===== config.mk =====
export PLATFORM = sky130hd
export DESIGN_NAME = utf8_codec_unit
export DESIGN_NICKNAME = d
export VERILOG_FILES = /design/src/hdl/u8c_pkg.sv /design/src/hdl/u8c_front.sv /design/src/hdl/u8c_fifo.sv /design/src/hdl/u8c_back.sv /design/src/hdl/utf8_codec_unit.sv
export SDC_FILE = /design/constraint.sdc
export NUM_CORES = 1
export LEC_CHECK = 0
export CAP_MARGIN = 10
export CORE_MARGIN = 2
export CORE_UTILIZATION = 49
export CTS_CLUSTER_SIZE = 12
export DETAILED_ROUTE_END_ITERATION = 12
export DONT_BUFFER_PORTS = 1
export SYNTH_ARGS = -nofsm -noshare
export SYNTH_HDL_FRONTEND = slang
export SYNTH_SLANG_ARGS = --single-unit

===== constraint.sdc =====
create_clock -name clk -period 11.7 [get_ports clk]
set_clock_uncertainty 0.2 [all_clocks]
set_input_delay 0.585 -clock clk [delete_from_list [all_inputs] [get_ports clk]]
set_output_delay 0.585 -clock clk [all_outputs]
set_load 0.03 [all_outputs]

===== src/hdl/u8c_pkg.sv =====
// Shared types and constants for the UTF-8 codec.
`timescale 1ns / 1ps

package u8c_pkg;

  // Width of the saturating character counter by default
  localparam int COUNT_BITS_DEF = 16;

  // Depth of the job queue between front and back end
  localparam int JOB_DEPTH = 2;

  // Field widths fixed by the item formats
  localparam int IN_VALUE_W   = 32;
  localparam int OUT_VALUE_W  = 22;
  localparam int CHAR_COUNT_W = 16;

  // Direction register codes
  localparam logic DIR_DECODE = 1'b0;
  localparam logic DIR_ENCODE = 1'b1;

  // Encoder range limits
  localparam logic [IN_VALUE_W-1:0] CP_1BYTE_LIM = 32'h0000_0080;
  localparam logic [IN_VALUE_W-1:0] CP_2BYTE_LIM = 32'h0000_0800;
  localparam logic [IN_VALUE_W-1:0] CP_3BYTE_LIM = 32'h0001_0000;
  localparam logic [IN_VALUE_W-1:0] CP_MAX_LIM   = 32'h0011_0000;

  // Decoder lead byte thresholds
  localparam logic [7:0] LEAD_CONT = 8'h80;
  localparam logic [7:0] LEAD_2B   = 8'hC0;
  localparam logic [7:0] LEAD_3B   = 8'hE0;
  localparam logic [7:0] LEAD_4B   = 8'hF0;

  // Input item
  typedef struct packed {
    logic [IN_VALUE_W-1:0] in_value;
    logic                  new_string;
  } in_item_t;

  // Result item
  typedef struct packed {
    logic [OUT_VALUE_W-1:0]  out_value;
    logic                    is_error;
    logic                    last;
    logic [CHAR_COUNT_W-1:0] char_count;
    logic                    non_ascii;
  } out_item_t;

  // Job handed from front to back: one to four results that share status
  typedef struct packed {
    logic [3:0][7:0]         data;        // bytes (first in [0]) or a code point
    logic [1:0]              last_idx;    // number of results minus one
    logic                    byte_mode;   // data holds bytes to send one by one
    logic                    is_error;
    logic [CHAR_COUNT_W-1:0] char_count;
    logic                    non_ascii;
  } job_t;

endpackage


===== src/hdl/u8c_front.sv =====
// Front end: accepts items, tracks decoder and counter state, builds jobs.
`timescale 1ns / 1ps

module u8c_front import u8c_pkg::*; #(
  parameter int COUNT_BITS = COUNT_BITS_DEF
) (
  input  logic     clk,
  input  logic     rst_n,
  input  logic     cfg_we,
  input  logic     cfg_wdata,
  input  logic     accept,
  input  in_item_t item,
  output logic     job_valid,
  output job_t     job
);

  logic                  direction_r, direction_nxt;
  logic [1:0]            bytes_left_r, bytes_left_nxt;
  logic [21:0]           code_accum_r, code_accum_nxt;
  logic [COUNT_BITS-1:0] chars_seen_r, chars_seen_nxt;
  logic                  wide_seen_r, wide_seen_nxt;

  logic [COUNT_BITS-1:0] chars_base;
  logic                  wide_base;
  logic                  count_it;
  logic [7:0]            b;
  logic [IN_VALUE_W-1:0] c;
  logic [21:0]           acc_step;
  logic [1:0]            left_step;

  assign b         = item.in_value[7:0];
  assign c         = item.in_value;
  assign acc_step  = {code_accum_r[15:0], b[5:0]};
  assign left_step = bytes_left_r - 2'd1;

  // Classify the item and work out the next state and the job
  always_comb begin
    direction_nxt  = direction_r;
    bytes_left_nxt = bytes_left_r;
    code_accum_nxt = code_accum_r;
    chars_base     = item.new_string ? '0 : chars_seen_r;
    wide_base      = item.new_string ? 1'b0 : wide_seen_r;
    wide_seen_nxt  = wide_base;
    count_it       = 1'b0;
    job_valid      = 1'b0;
    job            = '0;

    if (direction_r == DIR_DECODE) begin
      if (bytes_left_r != 2'd0) begin
        code_accum_nxt = acc_step;
        bytes_left_nxt = left_step;
        if (left_step == 2'd0) begin
          count_it  = 1'b1;
          job_valid = 1'b1;
          job.data  = 32'(acc_step);
        end
      end else if (b < LEAD_CONT) begin
        count_it  = 1'b1;
        job_valid = 1'b1;
        job.data  = 32'(b);
      end else if (b >= LEAD_4B) begin
        code_accum_nxt = 22'(b[3:0]);
        bytes_left_nxt = 2'd3;
        wide_seen_nxt  = 1'b1;
      end else if (b >= LEAD_3B) begin
        code_accum_nxt = 22'(b[3:0]);
        bytes_left_nxt = 2'd2;
        wide_seen_nxt  = 1'b1;
      end else if (b >= LEAD_2B) begin
        code_accum_nxt = 22'(b[4:0]);
        bytes_left_nxt = 2'd1;
        wide_seen_nxt  = 1'b1;
      end else begin
        job_valid    = 1'b1;
        job.is_error = 1'b1;
      end
    end else begin
      job_valid = 1'b1;
      if (c < CP_1BYTE_LIM) begin
        count_it      = 1'b1;
        job.data[0]   = {1'b0, c[6:0]};
        job.byte_mode = 1'b1;
      end else if (c < CP_2BYTE_LIM) begin
        count_it      = 1'b1;
        wide_seen_nxt = 1'b1;
        job.data[0]   = {3'b110, c[10:6]};
        job.data[1]   = {2'b10, c[5:0]};
        job.last_idx  = 2'd1;
        job.byte_mode = 1'b1;
      end else if (c < CP_3BYTE_LIM) begin
        count_it      = 1'b1;
        wide_seen_nxt = 1'b1;
        job.data[0]   = {4'b1110, c[15:12]};
        job.data[1]   = {2'b10, c[11:6]};
        job.data[2]   = {2'b10, c[5:0]};
        job.last_idx  = 2'd2;
        job.byte_mode = 1'b1;
      end else if (c < CP_MAX_LIM) begin
        count_it      = 1'b1;
        wide_seen_nxt = 1'b1;
        job.data[0]   = {5'b11110, c[20:18]};
        job.data[1]   = {2'b10, c[17:12]};
        job.data[2]   = {2'b10, c[11:6]};
        job.data[3]   = {2'b10, c[5:0]};
        job.last_idx  = 2'd3;
        job.byte_mode = 1'b1;
      end else begin
        job.is_error = 1'b1;
      end
    end

    // Saturating count of completed characters
    chars_seen_nxt = chars_base;
    if (count_it && !(&chars_base)) begin
      chars_seen_nxt = chars_base + 1'b1;
    end
    job.char_count = CHAR_COUNT_W'(chars_seen_nxt);
    job.non_ascii  = wide_seen_nxt;
  end

  // Update state on a config write or an accepted item
  always_ff @(posedge clk) begin
    if (!rst_n) begin
      direction_r  <= DIR_DECODE;
      bytes_left_r <= '0;
      code_accum_r <= '0;
      chars_seen_r <= '0;
      wide_seen_r  <= 1'b0;
    end else if (cfg_we) begin
      direction_r  <= cfg_wdata;
      bytes_left_r <= '0;
      code_accum_r <= '0;
    end else if (accept) begin
      direction_r  <= direction_nxt;
      bytes_left_r <= bytes_left_nxt;
      code_accum_r <= code_accum_nxt;
      chars_seen_r <= chars_seen_nxt;
      wide_seen_r  <= wide_seen_nxt;
    end
  end

endmodule


===== src/hdl/u8c_fifo.sv =====
// Short job queue between the front and back end.
`timescale 1ns / 1ps

module u8c_fifo import u8c_pkg::*; #(
  parameter int DEPTH = JOB_DEPTH
) (
  input  logic clk,
  input  logic rst_n,
  input  logic wr_en,
  input  job_t wr_data,
  output logic full,
  input  logic rd_en,
  output job_t rd_data,
  output logic empty
);

  localparam int PW = (DEPTH > 1) ? $clog2(DEPTH) : 1;
  localparam int CW = $clog2(DEPTH + 1);

  job_t          mem_r [DEPTH];
  logic [PW-1:0] wr_ptr_r, rd_ptr_r;
  logic [CW-1:0] count_r;
  logic          do_wr, do_rd;

  assign full    = (count_r == CW'(DEPTH));
  assign empty   = (count_r == '0);
  assign do_wr   = wr_en && !full;
  assign do_rd   = rd_en && !empty;
  assign rd_data = mem_r[rd_ptr_r];

  // Store entries
  always_ff @(posedge clk) begin
    if (do_wr) begin
      mem_r[wr_ptr_r] <= wr_data;
    end
  end

  // Advance pointers and occupancy
  always_ff @(posedge clk) begin
    if (!rst_n) begin
      wr_ptr_r <= '0;
      rd_ptr_r <= '0;
      count_r  <= '0;
    end else begin
      if (do_wr) begin
        wr_ptr_r <= (wr_ptr_r == PW'(DEPTH - 1)) ? '0 : wr_ptr_r + 1'b1;
      end
      if (do_rd) begin
        rd_ptr_r <= (rd_ptr_r == PW'(DEPTH - 1)) ? '0 : rd_ptr_r + 1'b1;
      end
      if (do_wr && !do_rd) begin
        count_r <= count_r + 1'b1;
      end else if (do_rd && !do_wr) begin
        count_r <= count_r - 1'b1;
      end
    end
  end

endmodule


===== src/hdl/u8c_back.sv =====
// Back end: unrolls each job into result items, one per cycle while pop is high.
`timescale 1ns / 1ps

module u8c_back import u8c_pkg::*; (
  input  logic      clk,
  input  logic      rst_n,
  input  logic      job_avail,
  input  job_t      job,
  output logic      job_take,
  output logic      empty,
  input  logic      pop,
  output out_item_t out_item
);

  job_t        cur_r;
  logic        cur_valid_r;
  logic [1:0]  idx_r;
  logic        is_last;
  logic        done;
  logic [31:0] flat;

  assign is_last  = (idx_r == cur_r.last_idx);
  assign done     = pop && cur_valid_r && is_last;
  assign job_take = job_avail && (!cur_valid_r || done);
  assign empty    = !cur_valid_r;
  assign flat     = cur_r.data;

  // Drive the current result
  always_comb begin
    out_item            = '0;
    out_item.out_value  = cur_r.byte_mode ? 22'(cur_r.data[idx_r]) : flat[21:0];
    out_item.is_error   = cur_r.is_error;
    out_item.last       = is_last;
    out_item.char_count = cur_r.char_count;
    out_item.non_ascii  = cur_r.non_ascii;
  end

  // Hold the job register
  always_ff @(posedge clk) begin
    if (job_take) begin
      cur_r <= job;
    end
  end

  // Advance through the job, reload when its last result goes out
  always_ff @(posedge clk) begin
    if (!rst_n) begin
      cur_valid_r <= 1'b0;
      idx_r       <= '0;
    end else if (job_take) begin
      cur_valid_r <= 1'b1;
      idx_r       <= '0;
    end else if (done) begin
      cur_valid_r <= 1'b0;
      idx_r       <= '0;
    end else if (pop && cur_valid_r) begin
      idx_r <= idx_r + 2'd1;
    end
  end

endmodule


===== src/hdl/utf8_codec_unit.sv =====
// Top level of the UTF-8 codec.
//
// Input queue side: drive in_item and raise push; the item is taken at an
// edge where push is high and full is low. Result side: while empty is low
// out_item shows the oldest result; raise pop to take it.
// cfg_we/cfg_wdata write the direction (0 decode, 1 encode); a write drops
// any partly decoded character. Write it only while the block is idle.
// Decode: one byte per item, one result per finished character or bad lead
// byte, none for lead or middle bytes. Encode: one code point per item,
// one to four byte results, the final one marked last.
// The first result of an accepted item passes through the job queue and
// then the output job register before it shows on the outputs.
// Throughput: decode takes one byte per cycle while full is low; encode
// is paced by the back end, which sends one byte a cycle while pop is high.
// A two-entry job queue plus the output job register lets the front keep
// taking items while the receiver stalls; full rises when both are taken.
// Reset (rst_n low, synchronous) selects decode and clears all control state,
// including the character count and the non-ASCII flag; job storage is not cleared.
`timescale 1ns / 1ps

module utf8_codec_unit import u8c_pkg::*; #(
  parameter int COUNT_BITS = COUNT_BITS_DEF
) (
  input  logic      clk,
  input  logic      rst_n,
  input  logic      push,
  input  in_item_t  in_item,
  output logic      full,
  output logic      empty,
  input  logic      pop,
  output out_item_t out_item,
  input  logic      cfg_we,
  input  logic      cfg_wdata
);

  logic accept;
  logic front_valid;
  job_t front_job;
  logic q_full, q_empty, q_rd;
  job_t q_job;

  assign full   = q_full;
  assign accept = push && !q_full;

  // Classify items
  u8c_front #(
    .COUNT_BITS(COUNT_BITS)
  ) u_front (
    .clk       (clk),
    .rst_n     (rst_n),
    .cfg_we    (cfg_we),
    .cfg_wdata (cfg_wdata),
    .accept    (accept),
    .item      (in_item),
    .job_valid (front_valid),
    .job       (front_job)
  );

  // Queue jobs
  u8c_fifo #(
    .DEPTH(JOB_DEPTH)
  ) u_fifo (
    .clk     (clk),
    .rst_n   (rst_n),
    .wr_en   (accept && front_valid),
    .wr_data (front_job),
    .full    (q_full),
    .rd_en   (q_rd),
    .rd_data (q_job),
    .empty   (q_empty)
  );

  // Send results
  u8c_back u_back (
    .clk       (clk),
    .rst_n     (rst_n),
    .job_avail (!q_empty),
    .job       (q_job),
    .job_take  (q_rd),
    .empty     (empty),
    .pop       (pop),
    .out_item  (out_item)
  );

endmodule

After elaboration in Yosys (flattened, before gate mapping)
Memory sizes are Yosys's and may differ from the RTL's. A register that Yosys moved wholly into a read port is not among the register bits.
Index checks and enable logic that the tools add are counted.
Widths: inputs -> output; s select.
- add/sub/neg operators: 7
- magnitude comparators: 9
- equal/unequal tests: 3
- muxes and demuxes: 69
- bitwise operators: 3
- reduce and logical (&&, ||, !) cells: 28
- operators with widths (kind ; count):
    $mux 16 ; 8
    $mux 32 ; 2
    $mux 22 ; 2
    $mux 1 ; 39
    $mux 35 ; 1
    $lt 32x12->1 const B ; 1
    $lt 32x17->1 const B ; 1
    $lt 32x21->1 const B ; 1
    $lt 32x8->1 const B ; 1
    $mux 8 ; 4
    $mux 27 ; 1
    $ge 8x8->1 const B ; 3
    $mux 24 ; 1
    $mux 19 ; 1
    $add 16x1->16 const B ; 1
    $bmux 8 s2 ; 1
    $mux 2 ; 8
    $reduce_and 16->1 ; 1
    $logic_and 1x1->1 ; 10
    $lt 8x8->1 const B ; 1
    $logic_not 1->1 ; 6
    $reduce_bool 2->1 ; 3
    $add 2x1->2 const B ; 2
    $logic_not 2->1 ; 2
    other kinds (14) ; 18
- bits in registers: 43
- RAM bits: 106
- output and inout bits: 43
- word-level logic and storage cells: 130
- memories kept: 1
- memory list (name ; depth ; bits a word ; read ports ; clocked after memory_dff ; write ports ; RTL line ; source):
    u_fifo.mem_r ; 2 ; 53 ; 1 ; 1 ; 1 ; u8c_fifo.sv:20 ; job_t mem_r [DEPTH];

Depth between registers and ports, before layout
- word-level depth: 13
- depth in mapped cells: 11

Hierarchy
From an unflattened synthesis, not the netlist that was laid out.
- cells, all modules: 771
- area total of the unflattened synthesis: 9339.0 µm²
- modules (own cells, without submodules) (module ; times used ; cells an instance ; area an instance (µm²)):
    u8c_fifo ; 1 ; 190 ; 4056.4
    u8c_front ; 1 ; 423 ; 2929.1
    u8c_back ; 1 ; 155 ; 2334.7
    utf8_codec_unit ; 1 ; 3 ; 18.8

Worst setup path before layout
No wires, ideal clock.
- path kind: register to register
- start point: register u_back.idx_r[0]
- end point: register u_fifo.count_r[1]
- library setup time: 0.070 ns
- arrival time: 4.078 ns
- required time: 11.430 ns
- slack: 7.352 ns
- cell stages (with the launch flop): 9
- path buffers: 1
- path through: dfxtp_1 -> clkbuf_1 -> xnor2_1 -> a31oi_1 -> nor2_1 -> inv_1 -> ha_1 -> or3_1 -> a21oi_1
- longest elaborated chain between the ends: 8
- ends and longest elaborated chain (element ; RTL line ; source):
    start: declaration ; u8c_back.sv:17 ; logic [1:0] idx_r;
    start signal: assignment ; u8c_back.sv:57 ; idx_r <= idx_r + 2'd1;
    $eq 2x2->1 (*) ; u8c_back.sv:22 ; assign is_last = (idx_r == cur_r.last_idx);
    $logic_and 1x1->1 (*) ; u8c_back.sv:23 ; assign done = pop && cur_valid_r && is_last;
    $logic_or 1x1->1 (*) ; u8c_back.sv:24 ; assign job_take = job_avail && (!cur_valid_r || done);
    $logic_and 1x1->1 (*) ; u8c_back.sv:24 ;
    net q_rd ; utf8_codec_unit.sv:39 ; logic q_full, q_empty, q_rd;
    $logic_and 1x1->1 (*) ; u8c_fifo.sv:28 ; assign do_rd = rd_en && !empty;
    $logic_not 1->1 ; u8c_fifo.sv:51 ; if (do_wr && !do_rd) begin
    $logic_and 1x1->1 ; u8c_fifo.sv:51 ;
    $mux 2 / $reduce_bool 2->1 (equally long branches) ; - ;
    end signal: assignment ; u8c_fifo.sv:52 ; count_r <= count_r + 1'b1;
    end signal: assignment ; u8c_fifo.sv:54 ; count_r <= count_r - 1'b1;
    end: declaration ; u8c_fifo.sv:22 ; logic [CW-1:0] count_r;
Mark *: on every way through the listed nets, which the timed path passes. The rest lies on a longest branch.
A chain may end at the register's enable or synchronous reset.

==> results by stage <==
Clock tree:
- The H-tree was split into 4 levels.
- Buffers inserted to repair hold after CTS numbered 0.
- The clock root buffer is sky130_fd_sc_hd__clkbuf_16.
- The number of buffers created by CTS is 17.
- Clock latency on the worst-skew pair, taken at its later pin, is 0.43 ns.
- In this run, post-CTS repair resized a total of 0 instances.
- The clock-pin slew of the registers on the worst-case setup and hold paths is 0.07 ns.
- The number of buffers added for setup after CTS is 0.
- For this design, the sink count on the clock tree is 193.
- The TritonCTS clock tree is done.
- The deepest clock path buffer count is 2.

Critical path:
- The critical-path cell with the highest stage delay is sky130_fd_sc_hd__edfxtp_1.
- The startpoint class of the critical path is a register.
- The flop-to-flop setup slack is 8.86 ns.
- The critical path goes through nand3_1 > o21a_1 > o22ai_1.
- Data on the critical path arrives at its endpoint at about 2.3 ns.
- The source of the worst register-to-register timing path is u_fifo.count_r[0]$_SDFFE_PN0P_.
- The worst setup path startpoint is u_back.cur_r[18]$_DFFE_PP_.
- The critical path class is reg -> out.
- The peak fanout along the critical path is 31.
- The worst setup path is captured at a primary output.
- For this run, the slowest stage of the critical path takes about 0.95 ns.
- The critical path required time is ~11 ns.

Floorplan:
- The die covers 19,260 sq um.
- The die height is 138.8 um.
- The floorplan step set the die width to between 100 and 150 um.
- Row generation in the floorplan step produced 49 rows.
- Once the floorplan was initialized, standard cells occupied between 40% and 50% of the core.
- The floorplan step defined a core boundary enclosing between 15,000 and 20,000 sq um.
- The I/O pin count is 82.

Timing:
- The final number of hold-violating endpoints is 0.
- For the pin with the worst max-slew slack, the measured transition is roughly 1.0 ns.
- The final-report max-slew violation count is 0.
- The worst path uses 26.34% of the clock period.
- Setup violations remaining at the end of the flow were counted as 0.
- Setup repair after global routing left no endpoint under its margin.
- Measured against its own limit, the worst slew margin works out to a little under a third.
- Across all setup checks in the final design, the least slack found is 8.619 ns.
- The sum of negative setup slack is 0 ns.
- The achievable clock frequency is 324.5 MHz.
- The shortest clock period the worst path allows after layout is 3.081 ns.

Power and ir drop:
- In this run the power density over the cells is 211.4 nW/um^2.
- Across the VDD grid, the largest voltage drop is 0.1053 mV.
- Summing internal, switching and leakage power gives 2.005 mW.
- The cell leakage power is approximately 3.2 nW.

Cells and area:
- The area used by sequential logic in the layout is 5366 sq um.
- The number of fill cells is ~1,500.
- The post-layout instance count excluding filler cells is 961.
- The area occupied by multi-input gates is ~3100 sq um.
- The area growth from synthesis to layout is 6.565%.
- The count of antenna diodes in the layout is 0.
- In the final layout, the share of cells above drive strength 1 is 15.85%.
- The number of nets at the end of the flow is 760.

Detailed routing:
- The number of vias per cell after detailed routing is slightly below 6.
- The detailed-routing iteration count for the pre-antenna-repair pass is 5.
- The wire length per cell is just under 20 um.
- The number of nets with antenna violations after detailed routing is 0.
- The total number of vias is between 5,000 and 6,000.
- In the routed design, unresolved DRC markers number 0.
- For this block, the routed nets add up to 19,040 um of wire.
- The number of DRC violations after detailed-routing iteration 0 is 607.

GRT:
- The number of antenna violations at the first check in global routing is 0.
- The first global-routing pass estimated 29,970 um of wire.
- The via count of the first global-routing pass is 5,351.
- The pin count of the biggest net entering global routing is 52.
- The all-layer global routing usage is between 10% and 20%.
- The remaining global-route overflow is 0.

Run:
- The count of maximum capacitance violations is 0.

Synthesis:
- Counting flops with a built-in enable in the synthesized netlist gives 150.
- Summed over its instances, the top area cell type makes up 50.60% of the synthesized netlist area.
- The number of nets produced by synthesis is 793.
- After synthesis, flip-flops and latches occupy 60.28% of the total area.
- Summing every instance area after synthesis gives ~9000 sq um.
- In the synthesized netlist the dominant register cell turns out to be sky130_fd_sc_hd__edfxtp_1.
- Counting instances in the post-synthesis netlist gives the leading cell types as 150 x sky130_fd_sc_hd__edfxtp_1, 76 x sky130_fd_sc_hd__nand2_1, 58 x sky130_fd_sc_hd__nor2_1, 57 x sky130_fd_sc_hd__mux2_2, 43 x sky130_fd_sc_hd__dfxtp_1.
- sky130_fd_sc_hd__edfxtp_1 is the most common cell in the netlist.
- The number of library cell types mapped by synthesis is 59.
- The most area-hungry cell type in the Yosys netlist is sky130_fd_sc_hd__edfxtp_1.
- For this run, asynchronously set or reset flops after synthesis account for 0%.
- In this run the mean area of a mapped cell was 11.84 sq um.
- The post-synthesis cell count is 752.
- Yosys attributes the largest share of cell area to sky130_fd_sc_hd__edfxtp_1 51%, sky130_fd_sc_hd__dfxtp_1 9.7%, sky130_fd_sc_hd__mux2_2 7.2%.
- During synthesis, Yosys emitted a total of 0 warnings.
- The synthesized design contains 193 register bits.

Placement:
- The routability congestion estimate from global placement is around 0.94.
- Once detailed placement completed, the half-perimeter wirelength came to 13,130 um.
- The total instance count after detailed placement is between 900 and 1,000.
- At the placement stage, the worst setup path has a slack of 8.599 ns.
- Input and output buffers added on the ports amount to 0.

Run status:
- The flow ran to the end, and the final reports show no timing, DRC or antenna violations.

Worst hold path:
- The path class of the tightest hold or removal check is in -> reg.
- The worst hold path startpoint is in_item[0].
==> state kept, by name, summed over array words and instances (netlist names), 2 cells and up <==
name,cells
u_fifo.count_r,2
u_front.code_accum_r,16
u_fifo.mem_r,100
u_front.bytes_left_r,2
u_back.out_item,18
u_back.cur_r,32
u_front.chars_seen_r,16
u_back.idx_r,2
==> path summary, 6_finish.rpt <==
check,cells after the start,endpoint
worst min register to register,2,u_front.code_accum_r[11]$_SDFFE_PP0P_
worst max-delay path,3,out_item[25]
worst max register to register,5,u_fifo.mem_r[0][46]$_DFFE_PP_
worst min-delay path,1,u_front.chars_seen_r[0]$_SDFFE_PN0P_
==> area by class of cell <==
class	instances	share of cell area, %
inverters	18	0.7123
multi-input cells	482	33.20
clock inverters	13	1.372
flip-flops and latches	193	56.58
repair buffers	7	0.5540
clock buffers	19	4.564
well taps	229	3.021
==> per-layer routing <==
layer / wire length (um) / share of wire [%] / GRT usage (%) / vias to the layer above
li1: - / - / - / 2695
met1: 9281 / 49 / 30.98 / 2761
met2: 8154 / 43 / 27.74 / 215
met3: 1474 / 7.7 / 5.180 / 12
met4: 124 / 0.65 / 5.051 / 0
met5: 0 / 0 / 0 / -
==> report_power, final <==
part,switching (mW),total (mW),internal (mW),leakage (nW)
logic,0.287,0.428,0.141,1.12
clock network,0.252,0.550,0.297,0.260
registers,0.116,1.03,0.912,1.78
==> cell families (layout without fill, tap and decap cells) <==
group                      count (synthesis)  count (layout)  synth area share [%]
AOI/OAI and AO/OA                        130             130                 10.05
xor gates and xnor gates                  14              14                 1.378
adders and majority gates                  2               2                0.2811
buffers and inverters                     77              57                 4.526
DFF                                      193             193                 60.28
muxes                                     62              62                 7.773
and+or+nand+nor                          274             274                 15.72
==> through the flow <==
step	util (%)	hold slack [ns]	cell area, sq um
global route	52.98	0.04523	9485
global placement	49.80	0.2407	8915
floorplan	-	0.2321	8901
detailed placement	49.80	0.2548	8915
finish	52.98	0.06132	9485
CTS	52.94	0.04327	9478
==> cells in the final DEF, fill, tap and decap left out, types with 3 or more instances in the layout <==
master / count
sky130_fd_sc_hd__a21oi_1: 25
sky130_fd_sc_hd__a22oi_1: 7
sky130_fd_sc_hd__a31oi_1: 22
sky130_fd_sc_hd__a32o_1: 6
sky130_fd_sc_hd__and2_1: 12
sky130_fd_sc_hd__and2b_1: 4
sky130_fd_sc_hd__and3_1: 4
sky130_fd_sc_hd__buf_4: 7
sky130_fd_sc_hd__clkbuf_16: 17
sky130_fd_sc_hd__clkinv_4: 3
sky130_fd_sc_hd__clkinvlp_4: 5
sky130_fd_sc_hd__dfxtp_1: 42
sky130_fd_sc_hd__edfxtp_1: 150
sky130_fd_sc_hd__inv_1: 18
sky130_fd_sc_hd__mux2_2: 57
sky130_fd_sc_hd__mux2i_1: 5
sky130_fd_sc_hd__nand2_1: 76
sky130_fd_sc_hd__nand2b_1: 5
sky130_fd_sc_hd__nand3_1: 29
sky130_fd_sc_hd__nand3b_1: 5
sky130_fd_sc_hd__nand4_1: 3
sky130_fd_sc_hd__nor2_1: 57
sky130_fd_sc_hd__nor2b_1: 19
sky130_fd_sc_hd__nor3_1: 9
sky130_fd_sc_hd__nor3b_1: 5
sky130_fd_sc_hd__nor4_1: 4
sky130_fd_sc_hd__o211a_1: 4
sky130_fd_sc_hd__o21ai_0: 28
sky130_fd_sc_hd__o22ai_1: 10
sky130_fd_sc_hd__o2bb2ai_1: 6
sky130_fd_sc_hd__o41ai_1: 3
sky130_fd_sc_hd__or2_2: 8
sky130_fd_sc_hd__or3_1: 13
sky130_fd_sc_hd__or4_1: 11
sky130_fd_sc_hd__xnor2_1: 7
sky130_fd_sc_hd__xor2_1: 7
==> worst max-delay path: cells and delay by family (launching register included) <==
kind	cells	cell delay, ns
simple gates	1	0.21
compound gates	2	0.69
flops	1	0.95
Note: power is estimated with default switching activity, not from simulation.
